<file path="config.mk">
export PLATFORM = sky130hd
export DESIGN_NAME = sliding_window_min_and_average
export DESIGN_NICKNAME = d
export VERILOG_FILES = /design/src/swma_pkg.sv /design/src/swma_div.sv /design/src/sliding_window_min_and_average.sv
export SDC_FILE = /design/constraint.sdc
export NUM_CORES = 1
export LEC_CHECK = 0
export BUFFER_PORTS_ARGS = -buffer_cell sky130_fd_sc_hd__buf_2
export CELL_PAD_IN_SITES_DETAIL_PLACEMENT = 0
export CELL_PAD_IN_SITES_GLOBAL_PLACEMENT = 1
export CORE_UTILIZATION = 34
export CTS_CLUSTER_DIAMETER = 50
export DETAILED_ROUTE_END_ITERATION = 16
export PLACE_DENSITY = 0.66
export SLEW_MARGIN = 40
export SYNTH_ARGS = -nofsm -noshare
export SYNTH_HDL_FRONTEND = slang
export SYNTH_SLANG_ARGS = --single-unit
</file>
<file path="constraint.sdc">
create_clock -name clk -period 15.1 [get_ports clk]
set_clock_uncertainty 0.05 [all_clocks]
set_input_delay 3.02 -clock clk [delete_from_list [all_inputs] [get_ports clk]]
set_output_delay 3.02 -clock clk [all_outputs]
set_load 0.02 [all_outputs]
</file>
<file path="src/swma_pkg.sv">
// Shared types and constants for the sliding window min and average block.
`timescale 1ns / 1ps
`default_nettype none
package swma_pkg;

	localparam int SAMPLE_W = 16;
	localparam int MEAN_W   = 24;
	localparam int SUM_W    = 22;
	localparam int COUNT_W  = 7;
	localparam int FRAC_W   = 8;
	// scaled dividend: sum with the fraction bits appended
	localparam int DIVD_W   = SUM_W + FRAC_W;
	localparam int STEP_W   = 5;

	localparam int IN_TDATA_W  = 16;
	localparam int OUT_FIELD_W = MEAN_W + SAMPLE_W + SUM_W + COUNT_W;
	localparam int OUT_TDATA_W = ((OUT_FIELD_W + 7) / 8) * 8;

	typedef logic signed [SAMPLE_W-1:0] sample_t;
	typedef logic signed [MEAN_W-1:0]   mean_t;
	typedef logic signed [SUM_W-1:0]    sum_t;
	typedef logic        [COUNT_W-1:0]  count_t;

	// divider status seen by the sequencer
	typedef struct packed {
		logic busy;
		logic done;
	} div_status_t;

endpackage
`default_nettype wire

</file>
<file path="src/swma_div.sv">
// Bit-serial signed divider: (sum * 256) / count, truncated toward zero.
`timescale 1ns / 1ps
`default_nettype none
module swma_div (
	input  wire                        clk,
	input  wire                        arst_n,
	input  wire                        start,
	input  wire swma_pkg::sum_t        dividend,
	input  wire swma_pkg::count_t      divisor,
	output swma_pkg::div_status_t      status,
	output swma_pkg::mean_t            quotient
);

	logic                                busy_q;
	logic                                done_q;
	logic                                neg_q;
	logic [swma_pkg::STEP_W-1:0]         step_q;
	logic [swma_pkg::DIVD_W-1:0]         quo_q;
	logic [swma_pkg::COUNT_W-1:0]        rem_q;
	logic [swma_pkg::COUNT_W-1:0]        div_q;
	swma_pkg::mean_t                     quotient_q;

	logic signed [swma_pkg::DIVD_W-1:0]  scaled;
	logic [swma_pkg::DIVD_W-1:0]         mag;
	logic [swma_pkg::COUNT_W:0]          rem_sh;
	logic                                take;
	logic [swma_pkg::COUNT_W:0]          rem_diff;
	logic [swma_pkg::DIVD_W-1:0]         quo_next;
	logic [swma_pkg::DIVD_W-1:0]         quo_signed;

	// operand magnitude at start
	always_comb begin
		scaled = {dividend, {swma_pkg::FRAC_W{1'b0}}};
		mag    = scaled[swma_pkg::DIVD_W-1] ? (~scaled + 1'b1) : scaled;
	end

	// one restoring step per cycle
	always_comb begin
		rem_sh     = {rem_q, quo_q[swma_pkg::DIVD_W-1]};
		take       = (rem_sh >= {1'b0, div_q});
		rem_diff   = rem_sh - {1'b0, div_q};
		quo_next   = {quo_q[swma_pkg::DIVD_W-2:0], take};
		quo_signed = neg_q ? (~quo_next + 1'b1) : quo_next;
	end

	always_ff @(posedge clk or negedge arst_n) begin
		if (!arst_n) begin
			busy_q <= 1'b0;
			done_q <= 1'b0;
			step_q <= '0;
		end else if (start) begin
			busy_q <= 1'b1;
			done_q <= 1'b0;
			step_q <= '0;
		end else if (busy_q) begin
			step_q <= step_q + 1'b1;
			if (step_q == swma_pkg::STEP_W'(swma_pkg::DIVD_W - 1)) begin
				busy_q <= 1'b0;
				done_q <= 1'b1;
			end
		end
	end

	// datapath, no reset needed
	always_ff @(posedge clk) begin
		if (start) begin
			quo_q <= mag;
			rem_q <= '0;
			div_q <= divisor;
			neg_q <= dividend[swma_pkg::SUM_W-1];
		end else if (busy_q) begin
			quo_q <= quo_next;
			rem_q <= take ? rem_diff[swma_pkg::COUNT_W-1:0] : rem_sh[swma_pkg::COUNT_W-1:0];
			if (step_q == swma_pkg::STEP_W'(swma_pkg::DIVD_W - 1)) begin
				quotient_q <= quo_signed[swma_pkg::MEAN_W-1:0];
			end
		end
	end

	assign status.busy = busy_q;
	assign status.done = done_q;
	assign quotient    = quotient_q;

endmodule
`default_nettype wire

</file>
<file path="src/sliding_window_min_and_average.sv">
// One sample at a time: after ST_UPD starts the bit-serial divider (30 steps),
// ST_SCAN runs the window-minimum rescan beside it; the result is registered for
// m_tvalid once both are done and the output register is free.
// A finished result waits in the output register while the next sample is taken.
// Reset (arst_n low, asynchronous) empties the window and the output register;
// ring contents are not cleared and are only read once written.
`timescale 1ns / 1ps
`default_nettype none
module sliding_window_min_and_average #(
	parameter int WINDOW = 10
) (
	input  wire                                   clk,
	input  wire                                   arst_n,
	input  wire                                   s_tvalid,
	output logic                                  s_tready,
	input  wire  [swma_pkg::IN_TDATA_W-1:0]       s_tdata,  // [15:0] sample
	output logic                                  m_tvalid,
	input  wire                                   m_tready,
	// [23:0] mean_q8, [39:24] window_min, [61:40] window_sum, [68:62] held_count
	output logic [swma_pkg::OUT_TDATA_W-1:0]      m_tdata
);

	localparam int IW = (WINDOW > 1) ? $clog2(WINDOW) : 1;

	localparam logic [1:0] ST_IDLE = 2'd0;
	localparam logic [1:0] ST_UPD  = 2'd1;
	localparam logic [1:0] ST_SCAN = 2'd2;

	logic [1:0]              state_q;
	logic [IW-1:0]           write_slot_q;
	swma_pkg::count_t        fill_q;
	swma_pkg::sum_t          sum_q;
	swma_pkg::sample_t       sample_q;
	swma_pkg::sample_t       min_q;
	swma_pkg::count_t        scan_idx_q;
	logic                    rd_v_s1;
	swma_pkg::sample_t       rd_data_q;
	logic                    out_v_q;
	logic [swma_pkg::OUT_TDATA_W-1:0] out_data_q;

	swma_pkg::sample_t       ring [WINDOW];

	logic                    full;
	swma_pkg::sum_t          sum_next;
	swma_pkg::count_t        fill_next;
	logic [IW-1:0]           rd_addr;
	logic                    scan_issue;
	logic                    scan_done;
	logic                    out_free;
	logic                    finish;
	logic                    div_start;
	swma_pkg::div_status_t   div_st;
	swma_pkg::mean_t         div_quo;
	swma_pkg::sample_t       min_final;

	// window update arithmetic
	always_comb begin
		full      = (fill_q >= swma_pkg::COUNT_W'(WINDOW));
		sum_next  = sum_q - (full ? swma_pkg::SUM_W'(rd_data_q) : '0)
		            + swma_pkg::SUM_W'(sample_q);
		fill_next = full ? fill_q : (fill_q + 1'b1);
	end

	// single read port: oldest slot while idle, scan index while scanning
	always_comb begin
		rd_addr    = (state_q == ST_SCAN) ? scan_idx_q[IW-1:0] : write_slot_q;
		scan_issue = (state_q == ST_SCAN) && (scan_idx_q < fill_q);
		scan_done  = (scan_idx_q == fill_q) && !rd_v_s1;
		out_free   = !out_v_q || m_tready;
		finish     = (state_q == ST_SCAN) && scan_done && div_st.done && !div_st.busy
		             && out_free;
		div_start  = (state_q == ST_UPD);
		min_final  = min_q;
	end

	// ring memory
	always_ff @(posedge clk) begin
		if (state_q == ST_UPD) begin
			ring[write_slot_q] <= sample_q;
		end
		rd_data_q <= ring[rd_addr];
	end

	// sequencer and window state
	always_ff @(posedge clk or negedge arst_n) begin
		if (!arst_n) begin
			state_q      <= ST_IDLE;
			write_slot_q <= '0;
			fill_q       <= '0;
			sum_q        <= '0;
			scan_idx_q   <= '0;
			rd_v_s1      <= 1'b0;
		end else begin
			rd_v_s1 <= scan_issue;
			unique case (state_q)
				ST_IDLE: begin
					if (s_tvalid) begin
						state_q <= ST_UPD;
					end
				end
				ST_UPD: begin
					sum_q        <= sum_next;
					fill_q       <= fill_next;
					write_slot_q <= (write_slot_q == IW'(WINDOW - 1)) ? '0
					                : (write_slot_q + 1'b1);
					scan_idx_q   <= '0;
					state_q      <= ST_SCAN;
				end
				ST_SCAN: begin
					if (scan_issue) begin
						scan_idx_q <= scan_idx_q + 1'b1;
					end
					if (finish) begin
						state_q <= ST_IDLE;
					end
				end
				default: begin
					state_q <= ST_IDLE;
				end
			endcase
		end
	end

	// sample capture and running minimum compare
	always_ff @(posedge clk) begin
		if (state_q == ST_IDLE && s_tvalid) begin
			sample_q <= s_tdata[swma_pkg::SAMPLE_W-1:0];
		end
		if (state_q == ST_UPD) begin
			min_q <= sample_q;
		end else if (rd_v_s1 && (rd_data_q < min_q)) begin
			min_q <= rd_data_q;
		end
	end

	swma_div u_div (
		.clk      (clk),
		.arst_n   (arst_n),
		.start    (div_start),
		.dividend (sum_next),
		.divisor  (fill_next),
		.status   (div_st),
		.quotient (div_quo)
	);

	// output register
	always_ff @(posedge clk or negedge arst_n) begin
		if (!arst_n) begin
			out_v_q <= 1'b0;
		end else if (finish) begin
			out_v_q <= 1'b1;
		end else if (m_tready) begin
			out_v_q <= 1'b0;
		end
	end

	always_ff @(posedge clk) begin
		if (finish) begin
			out_data_q <= {{(swma_pkg::OUT_TDATA_W - swma_pkg::OUT_FIELD_W){1'b0}},
			               fill_q, sum_q, min_final, div_quo};
		end
	end

	assign s_tready = (state_q == ST_IDLE);
	assign m_tvalid = out_v_q;
	assign m_tdata  = out_data_q;

endmodule
`default_nettype wire

</file>
==> results of run 1 <==
[cells in the mapped netlist, types with 10 or more instances]
cell,count
edfxtp_1,323
a21oi_1,45
dfrtp_1,51
mux4_2,32
fa_1,22
a31oi_1,10
clkbuf_1,40
xnor2_1,40
xor2_1,13
nor3_1,25
a21o_1,20
a211oi_1,22
nor2_1,63
o31ai_1,11
nand3_1,34
and2_1,28
dfxtp_1,23
nand4_1,12
nor2b_1,28
nand2b_1,18
nand2_1,116
mux2i_1,21
ha_1,58
or3_1,14
inv_1,127
o21ai_0,69
[kinds of logic (layout without fill, tap and decap cells)]
kind of cell	after synthesis	in the layout	synth area share (%)
DFF	397	397	62.2
and+or+nand+nor	391	391	10.9
AOI/OAI and AO/OA	239	239	8.53
buffers and inverters	194	328	4.30
adders and majority gates	80	80	6.34
muxes	54	54	5.13
xor gates and xnor gates	53	53	2.53
other	1	3	0.0204
[registers in the layout (all words and copies together) (netlist names), 16 cells and up]
register	cells
ring	160
m_tdata	69
u_div.quo_q	30
u_div.quotient	24
sum_q	22
min_final	16
rd_data_q	16
sample_q	16
[worst max-delay path by stage]
stage                                      from                   endpoint  depth (start not counted)
after global placement    fill_q[0]$_DFFE_PN0P_  u_div.quo_q[11]$_DFFE_PP_                         19
after CTS                 fill_q[0]$_DFFE_PN0P_  u_div.quo_q[11]$_DFFE_PP_                         19
final                     fill_q[0]$_DFFE_PN0P_  u_div.quo_q[11]$_DFFE_PP_                         19
after detailed placement  fill_q[0]$_DFFE_PN0P_  u_div.quo_q[11]$_DFFE_PP_                         19
after floorplan                        m_tready       m_tdata[0]$_DFFE_PP_                          2
after global routing      fill_q[0]$_DFFE_PN0P_  u_div.quo_q[11]$_DFFE_PP_                         19
[worst reg2reg max path: stages (launching register included)]
cell and delay, ps:
dfrtp_1 430, inv_1 110, ha_1 210, nor3_1 130
o21ai_1 80, buf_4 200, and2_1 190, fa_1 470
inv_1 40, ha_1 450, a21oi_2 110, o21ai_1 270
nand3_1 270, a31oi_4 240, o211ai_2 100, and4_1 160
or3_2 680, inv_2 340, a21oi_1 120, a211o_1 280
[cell type report]
cell class              count  area [um^2]  share of cell area [%]
inverters                 128          480                    2.24
multi-input cells         820         6310                    29.4
clock buffers              60         1310                    6.11
repair buffers            105          589                    2.75
flip-flops and latches    397        11400                    53.3
clock inverters            35          469                    2.19
well taps                 688          861                    4.01
[cell usage in the layout (no fill, tap or decap), drive strengths merged, types with 16 or more instances in the layout]
cell / n
nand3: 34
a21oi: 46
fa: 22
inv: 138
a211oi: 23
and2: 29
nor3: 26
clkbuf: 60
o21ai: 76
a21o: 20
nor2b: 28
mux2i: 21
nor2: 63
mux4: 32
dfxtp: 23
xnor2: 40
buf: 105
ha: 58
edfxtp: 323
dfrtp: 51
nand2: 116
nand2b: 18
clkinv: 16
[layer usage]
metal	up-vias	GRT usage, %
li1	5328	-
met4	0	4.03
met1	5371	18.9
met5	-	0
met2	195	24.0
met3	69	2.60
[power breakdown]
group / internal [mW] / switching, mW
registers: 1.17 / 0.0000000000000000146
clock network: 0.757 / 0.496
logic: 0.00196 / 0.00445
[per-stage QoR]
step	setup WS, ps	util (%)	std cells	instance area [um^2]
floorplan	8090	-	1411	18400
global route	9540	40.5	2233	21500
detailed placement	9870	37.1	2138	19700
global placement	10000	37.0	2136	19600
CTS	9840	40.5	2233	21400
finish	9910	40.5	2233	21500
==> impl_results.md, run 1 <==
* DRC at 0
* Reg2reg setup slack at 9910 ps
* # rows at 84
* Leakage at 8.00 nW
* CP delay by family, top: simple AND/OR/NAND/NOR gates
* Synth async-reset ratio at 12.8%
* Hold worst-path end: m_tdata[20]$_DFFE_PP_
* Max_cap viols at 0
* Final nets at 1603
* Setup Fix Bufs, Post-CTS at 0
* Leading area contributor after synthesis: edfxtp_1
* Critical Path Start Type: flip-flop
* Synthesized area per cell at 13.0 um^2
* Final worst path period need at 5190 ps
* Max IR drop VDD at 0.0806 mV
* Syn-to-layout area delta at 16.7%
* Slew Limit Fails at 0
* Post-synth top area share at 52.8%
* CP Cell Sequence: inv_1 -> ha_1 -> nor3_1 -> o21ai_1 -> buf_4 -> and2_1 -> fa_1 -> inv_1 -> ha_1 -> a21oi_2 -> o21ai_1 -> nand3_1 -> a31oi_4 -> o211ai_2 -> and4_1 -> or3_2 -> inv_2 -> a21oi_1 -> a211o_1
* Initial Utilization at 34.7%
* Worst Reg2Reg Path Length in Cells at 19
* Netlist cell types at 80
* Final Hold Fails at 0
* GRT overflow at 0
* Top_reg_cell synth: edfxtp_1
* M1 WL at 17500 um
* Met3 wire length at 1450 um
* Die W at 235 um
* First-pass GRT wire length at 61200 um
* PD cells at 113 nW/um^2
* Placed wire-length estimate at around 27000 um
* Post-synthesis sequential area ratio at between 60% and 70%
* Fmax at 0.193 GHz
* Design Power at between 2 and 2.5 mW
* 1st-iter DRT viols at 561
* Critical path's slowest cell: or3_2
* Worst Path Arrival at 5480 ps
* Worst skew pair latency at about 610 ps
* H-tree depth at 2
* Tcrit/Tclk final at ~34%
* Vias in the first global route at around 11000
* Worst slew margin at roughly half
* Total GRT Usage at 14.3%
* # fillers at slightly below 5000
* Uppermost layer routed: met4
* Inserted Diodes at 0
* Die area at around 55000 um^2
* Number of enable flip-flop cells after synthesis at 323
* Max stage delay on crit path at 680 ps
* Vias per cell at 4.91
* Max clock buf depth at 3
* FF+latch count, synth at slightly below 400
* DR WL/cell at 17.3 um
* RSZ-0062 raised after global routing: no
* Initial antenna violation count at 0
* Reg2reg end: u_div.quo_q[11]$_DFFE_PP_
* Required @ worst endpoint at about 15000 ps
* Resize count post-CTS at 0
* Top-Level Pins at 94
* Critical path fanouts, max at 28
* Cell area after synthesis at 18400 um^2
* Routed Antenna Nets at 0
* RePlAce Congestion at 0.827
* Post-CTS Hold Fix Bufs at 0
* Register clock-pin slew on the reported worst setup and hold paths at ~60 ps
* Pin count of the biggest net entering global routing at around 70
* I/O Buffers at 90
* Clock Sinks at around 400
* CTS buffer count at 51
* Hold_sp: u_div.quotient[20]$_DFFE_PP_
* Core Area at roughly 53000 um^2
* Kind of critical path: flip-flop to flip-flop
* Met2 Routed Length at between 15000 and 20000 um
* Routed vias at 11000
* Worst-Margin Slew at between 700 and 800 ps
* CTS tree: yes
* Vert. Die Dim at 235 um
* Largest cells by area after synthesis: edfxtp_1, dfrtp_1, ha_1
* Endpoint class of the critical path: flip-flop
* CTS root buffer: clkbuf_16
* Crit Reg-Reg Startpoint: fill_q[0]$_DFFE_PN0P_
* Buf/Inv on CP at 4
* Final setup vio count at 0
* Min-Delay Path Class: flip-flop to flip-flop
* Router iterations before antenna repair at 5
* Fin Hold WS at roughly 350 ps
* Syn Inst Count at between 1000 and 1500
* Final WL at 38500 um
* Hold Path Stages at 0
* Warning count from the yosys run at 0
* Setup TNS at 0 ps
* Status: complete, no violations
* Share of layout cells above drive strength 1 at 17.0%
No activity file was read; power rests on OpenSTA's default activity.
==> run 2, diff against run 1 <==
--- a/config.mk
+++ b/config.mk
@@ -11,7 +11,7 @@
 export CORE_UTILIZATION = 34
 export CTS_CLUSTER_DIAMETER = 50
 export DETAILED_ROUTE_END_ITERATION = 16
-export PLACE_DENSITY = 0.66
+export PLACE_DENSITY = 0.68
 export SLEW_MARGIN = 40
 export SYNTH_ARGS = -nofsm -noshare
 export SYNTH_HDL_FRONTEND = slang
==> constraint.sdc (replaced) <==
create_clock -name clk -period 4.2 [get_ports clk]
set_clock_uncertainty 0.05 [all_clocks]
set_input_delay 0.84 -clock clk [delete_from_list [all_inputs] [get_ports clk]]
set_output_delay 0.84 -clock clk [all_outputs]
set_load 0.02 [all_outputs]
==> run 2 against run 1 <==
Against the previous run:
- the flow now finishes with violations (setup timing)
- final cell count grew 6.2%
- wire length grew 6.1%
- first-iteration DRC count rose by 5.0%
- via count up 4.5%
- die area stayed put
- global-route usage increased by 0.85 points
- critical endpoint is now u_div.quo_q[27]$_DFFE_PP_
- largest cell class unchanged
==> impl_results.md, run 2 (synthesized netlist as in run 1, its figures left out) <==
* Status: complete, but fails checks
* Failing checks: setup timing
* Min-Delay Path Class: input pin to async pin
* Routed vias at 11500
* 1st-iter DRT viols at 589
* Most frequent cells in the layout: edfxtp_1, buf_4, inv_1
* Met2 Routed Length at 20200 um
* Final Worst Setup Slack at -205 ps
* CTS buffer count at just under 50
* Critical path's slowest cell: fa_2
* Vert. Die Dim at 235 um
* Max FFs per register at 160
* Register clock-pin slew on the reported worst setup and hold paths at 60 ps
* GRT overflow at 0
* Total GRT Usage at 15.2%
* DRC at 0
* Met3 wire length at 1610 um
* Fmax at roughly 0.23 GHz
* Final worst path period need at 4400 ps
* Die area at 55000 um^2
* RePlAce Congestion at slightly below 0.9
* Initial Utilization at approximately a third
* # fillers at 4881
* Reg area at 11400 um^2
* Max stage delay on crit path at 560 ps
* Reg2reg setup slack at -200 ps
* Leakage at about 8.7 nW
* I/O Buffers at 90
* Crit Reg-Reg Startpoint: fill_q[1]$_DFFE_PN0P_
* RSZ-0062 raised after global routing: yes
* Critical path fanouts, max at 15
* Final Hold Fails at 0
* Worst slew margin at 50.7%
* Setup TNS at -2000 ps
* Die W at 235 um
* M1 WL at 18200 um
* Reg2reg end: u_div.quo_q[27]$_DFFE_PP_
* Syn-to-layout area delta at 24.0%
* Vias in the first global route at approximately 12000
* Max_cap viols at 0
* Tcrit/Tclk final at 105%
* Critical Path Start Type: flip-flop
* Final WL at 40900 um
* DR WL/cell at 17.2 um
* Most flops, register: ring
* Final nets at about 1700
* Pin count of the biggest net entering global routing at 56
* # rows at 84
* Routed Antenna Nets at 0
* H-tree depth at 2
* First-pass GRT wire length at around 65000 um
* Design Power at between 8 and 9 mW
* Placed wire-length estimate at 28700 um
* Worst skew pair latency at between 600 and 700 ps
* Initial antenna violation count at 0
* Router iterations before antenna repair at 7
* Required @ worst endpoint at 4490 ps
* Worst Path Arrival at 4690 ps
* Kind of critical path: flip-flop to flip-flop
* Commonest non-fill, non-tap cell in the layout: edfxtp_1
* Post-CTS Hold Fix Bufs at 0
* CTS tree: yes
* Top-Level Pins at 94
* Share of layout cells above drive strength 1 at roughly 27%
* Multi-input logic area at 6680 um^2
* Buf/Inv on CP at 4
* Max clock buf depth at 3
* Core Area at 53000 um^2
* Slew Limit Fails at 0
* Vias per cell at 4.83
* Final setup vio count at 20
* Worst Reg2Reg Path Length in Cells at 19
* CTS root buffer: clkbuf_16
* Worst-Margin Slew at between 700 and 800 ps
* CP delay by family, top: simple AND/OR/NAND/NOR gates
* CP Cell Sequence: ha_4 -> nor3_4 -> o21ai_2 -> buf_12 -> and2_4 -> fa_2 -> inv_2 -> ha_4 -> a21o_1 -> and4_4 -> o211ai_1 -> a221oi_2 -> nand4_1 -> buf_4 -> buf_4 -> nor4_4 -> nor4b_4 -> nand4b_1 -> nand3_1
* Clock Sinks at approximately 400
* Uppermost layer routed: met4
* PD cells at 374 nW/um^2
* Endpoint class of the critical path: flip-flop
* Max IR drop VDD at 0.302 mV
run 2: area by class of cell:
| cell class | instances | area share, % |
|---|---|---|
| Multi-Input combinational cell | 823 | 29.3 |
| Clock inverter | 33 | 1.72 |
| Tap cell | 688 | 3.78 |
| Timing Repair Buffer | 242 | 7.24 |
| Timing Repair inverter | 1 | 0.0274 |
| Inverter | 128 | 2.13 |
| Antenna cell | 1 | 0.0110 |
| Clock buffer | 59 | 5.63 |
| Sequential cell | 397 | 50.2 |
run 2: worst max-delay path by stage:
stage                                startpoint                         to  slack [ps]  cells past startpoint
after global placement    fill_q[1]$_DFFE_PN0P_  u_div.quo_q[27]$_DFFE_PP_        -250                     16
after CTS                 fill_q[1]$_DFFE_PN0P_  u_div.quo_q[28]$_DFFE_PP_        -290                     20
final                     fill_q[1]$_DFFE_PN0P_  u_div.quo_q[27]$_DFFE_PP_        -200                     19
after floorplan           fill_q[0]$_DFFE_PN0P_  u_div.quo_q[28]$_DFFE_PP_         -60                     21
after detailed placement  fill_q[1]$_DFFE_PN0P_  u_div.quo_q[27]$_DFFE_PP_        -360                     16
after global routing      fill_q[1]$_DFFE_PN0P_  u_div.quo_q[27]$_DFFE_PP_        -420                     20
run 2: worst register-to-register path: stages, from the launching register on:
cell	delay [ps]
dfrtp_2	440
ha_4	170
nor3_4	110
o21ai_2	90
buf_12	150
and2_4	170
fa_2	560
inv_2	50
ha_4	260
a21o_1	130
and4_4	220
o211ai_1	100
a221oi_2	340
nand4_1	200
buf_4	190
buf_4	130
nor4_4	260
nor4b_4	290
nand4b_1	150
nand3_1	80
run 2: power breakdown:
part                   switching, mW  internal [mW]
sequential     0.0000000000000000498           4.20
clock                           1.76           2.55
combinational                 0.0156        0.00675
total                           1.78           6.76
run 2: repair_timing:
action / CTS / global route
gates resized for setup: 47 / 29
endpoints found under the setup margin: 24 / 26
setup buffers: 14 / 4
pin swaps: 22 / 21
gates cloned: 3 / 1
run 2: routing by layer:
layer | global-route usage [%] | vias to the layer above
li1 | - | 5623
met1 | 19.9 | 5575
met2 | 25.7 | 199
met3 | 2.53 | 54
met4 | 4.54 | 0
met5 | 0 | -
run 2: per-stage QoR:
stage / instances / utilization, % / hold WS (ps) / instance area, um^2 / worst slack [ps]
4_1_cts: 2366 / 42.7 / 206 / 22600 / -289
3_5_place_dp: 2258 / 38.9 / 355 / 20600 / -364
2_1_floorplan: 1411 / - / 350 / 18500 / -57.7
3_3_place_gp: 2254 / 38.8 / 352 / 20600 / -249
5_1_grt: 2371 / 43.0 / 248 / 22800 / -421
6_report: 2372 / 43.0 / 222 / 22800 / -205
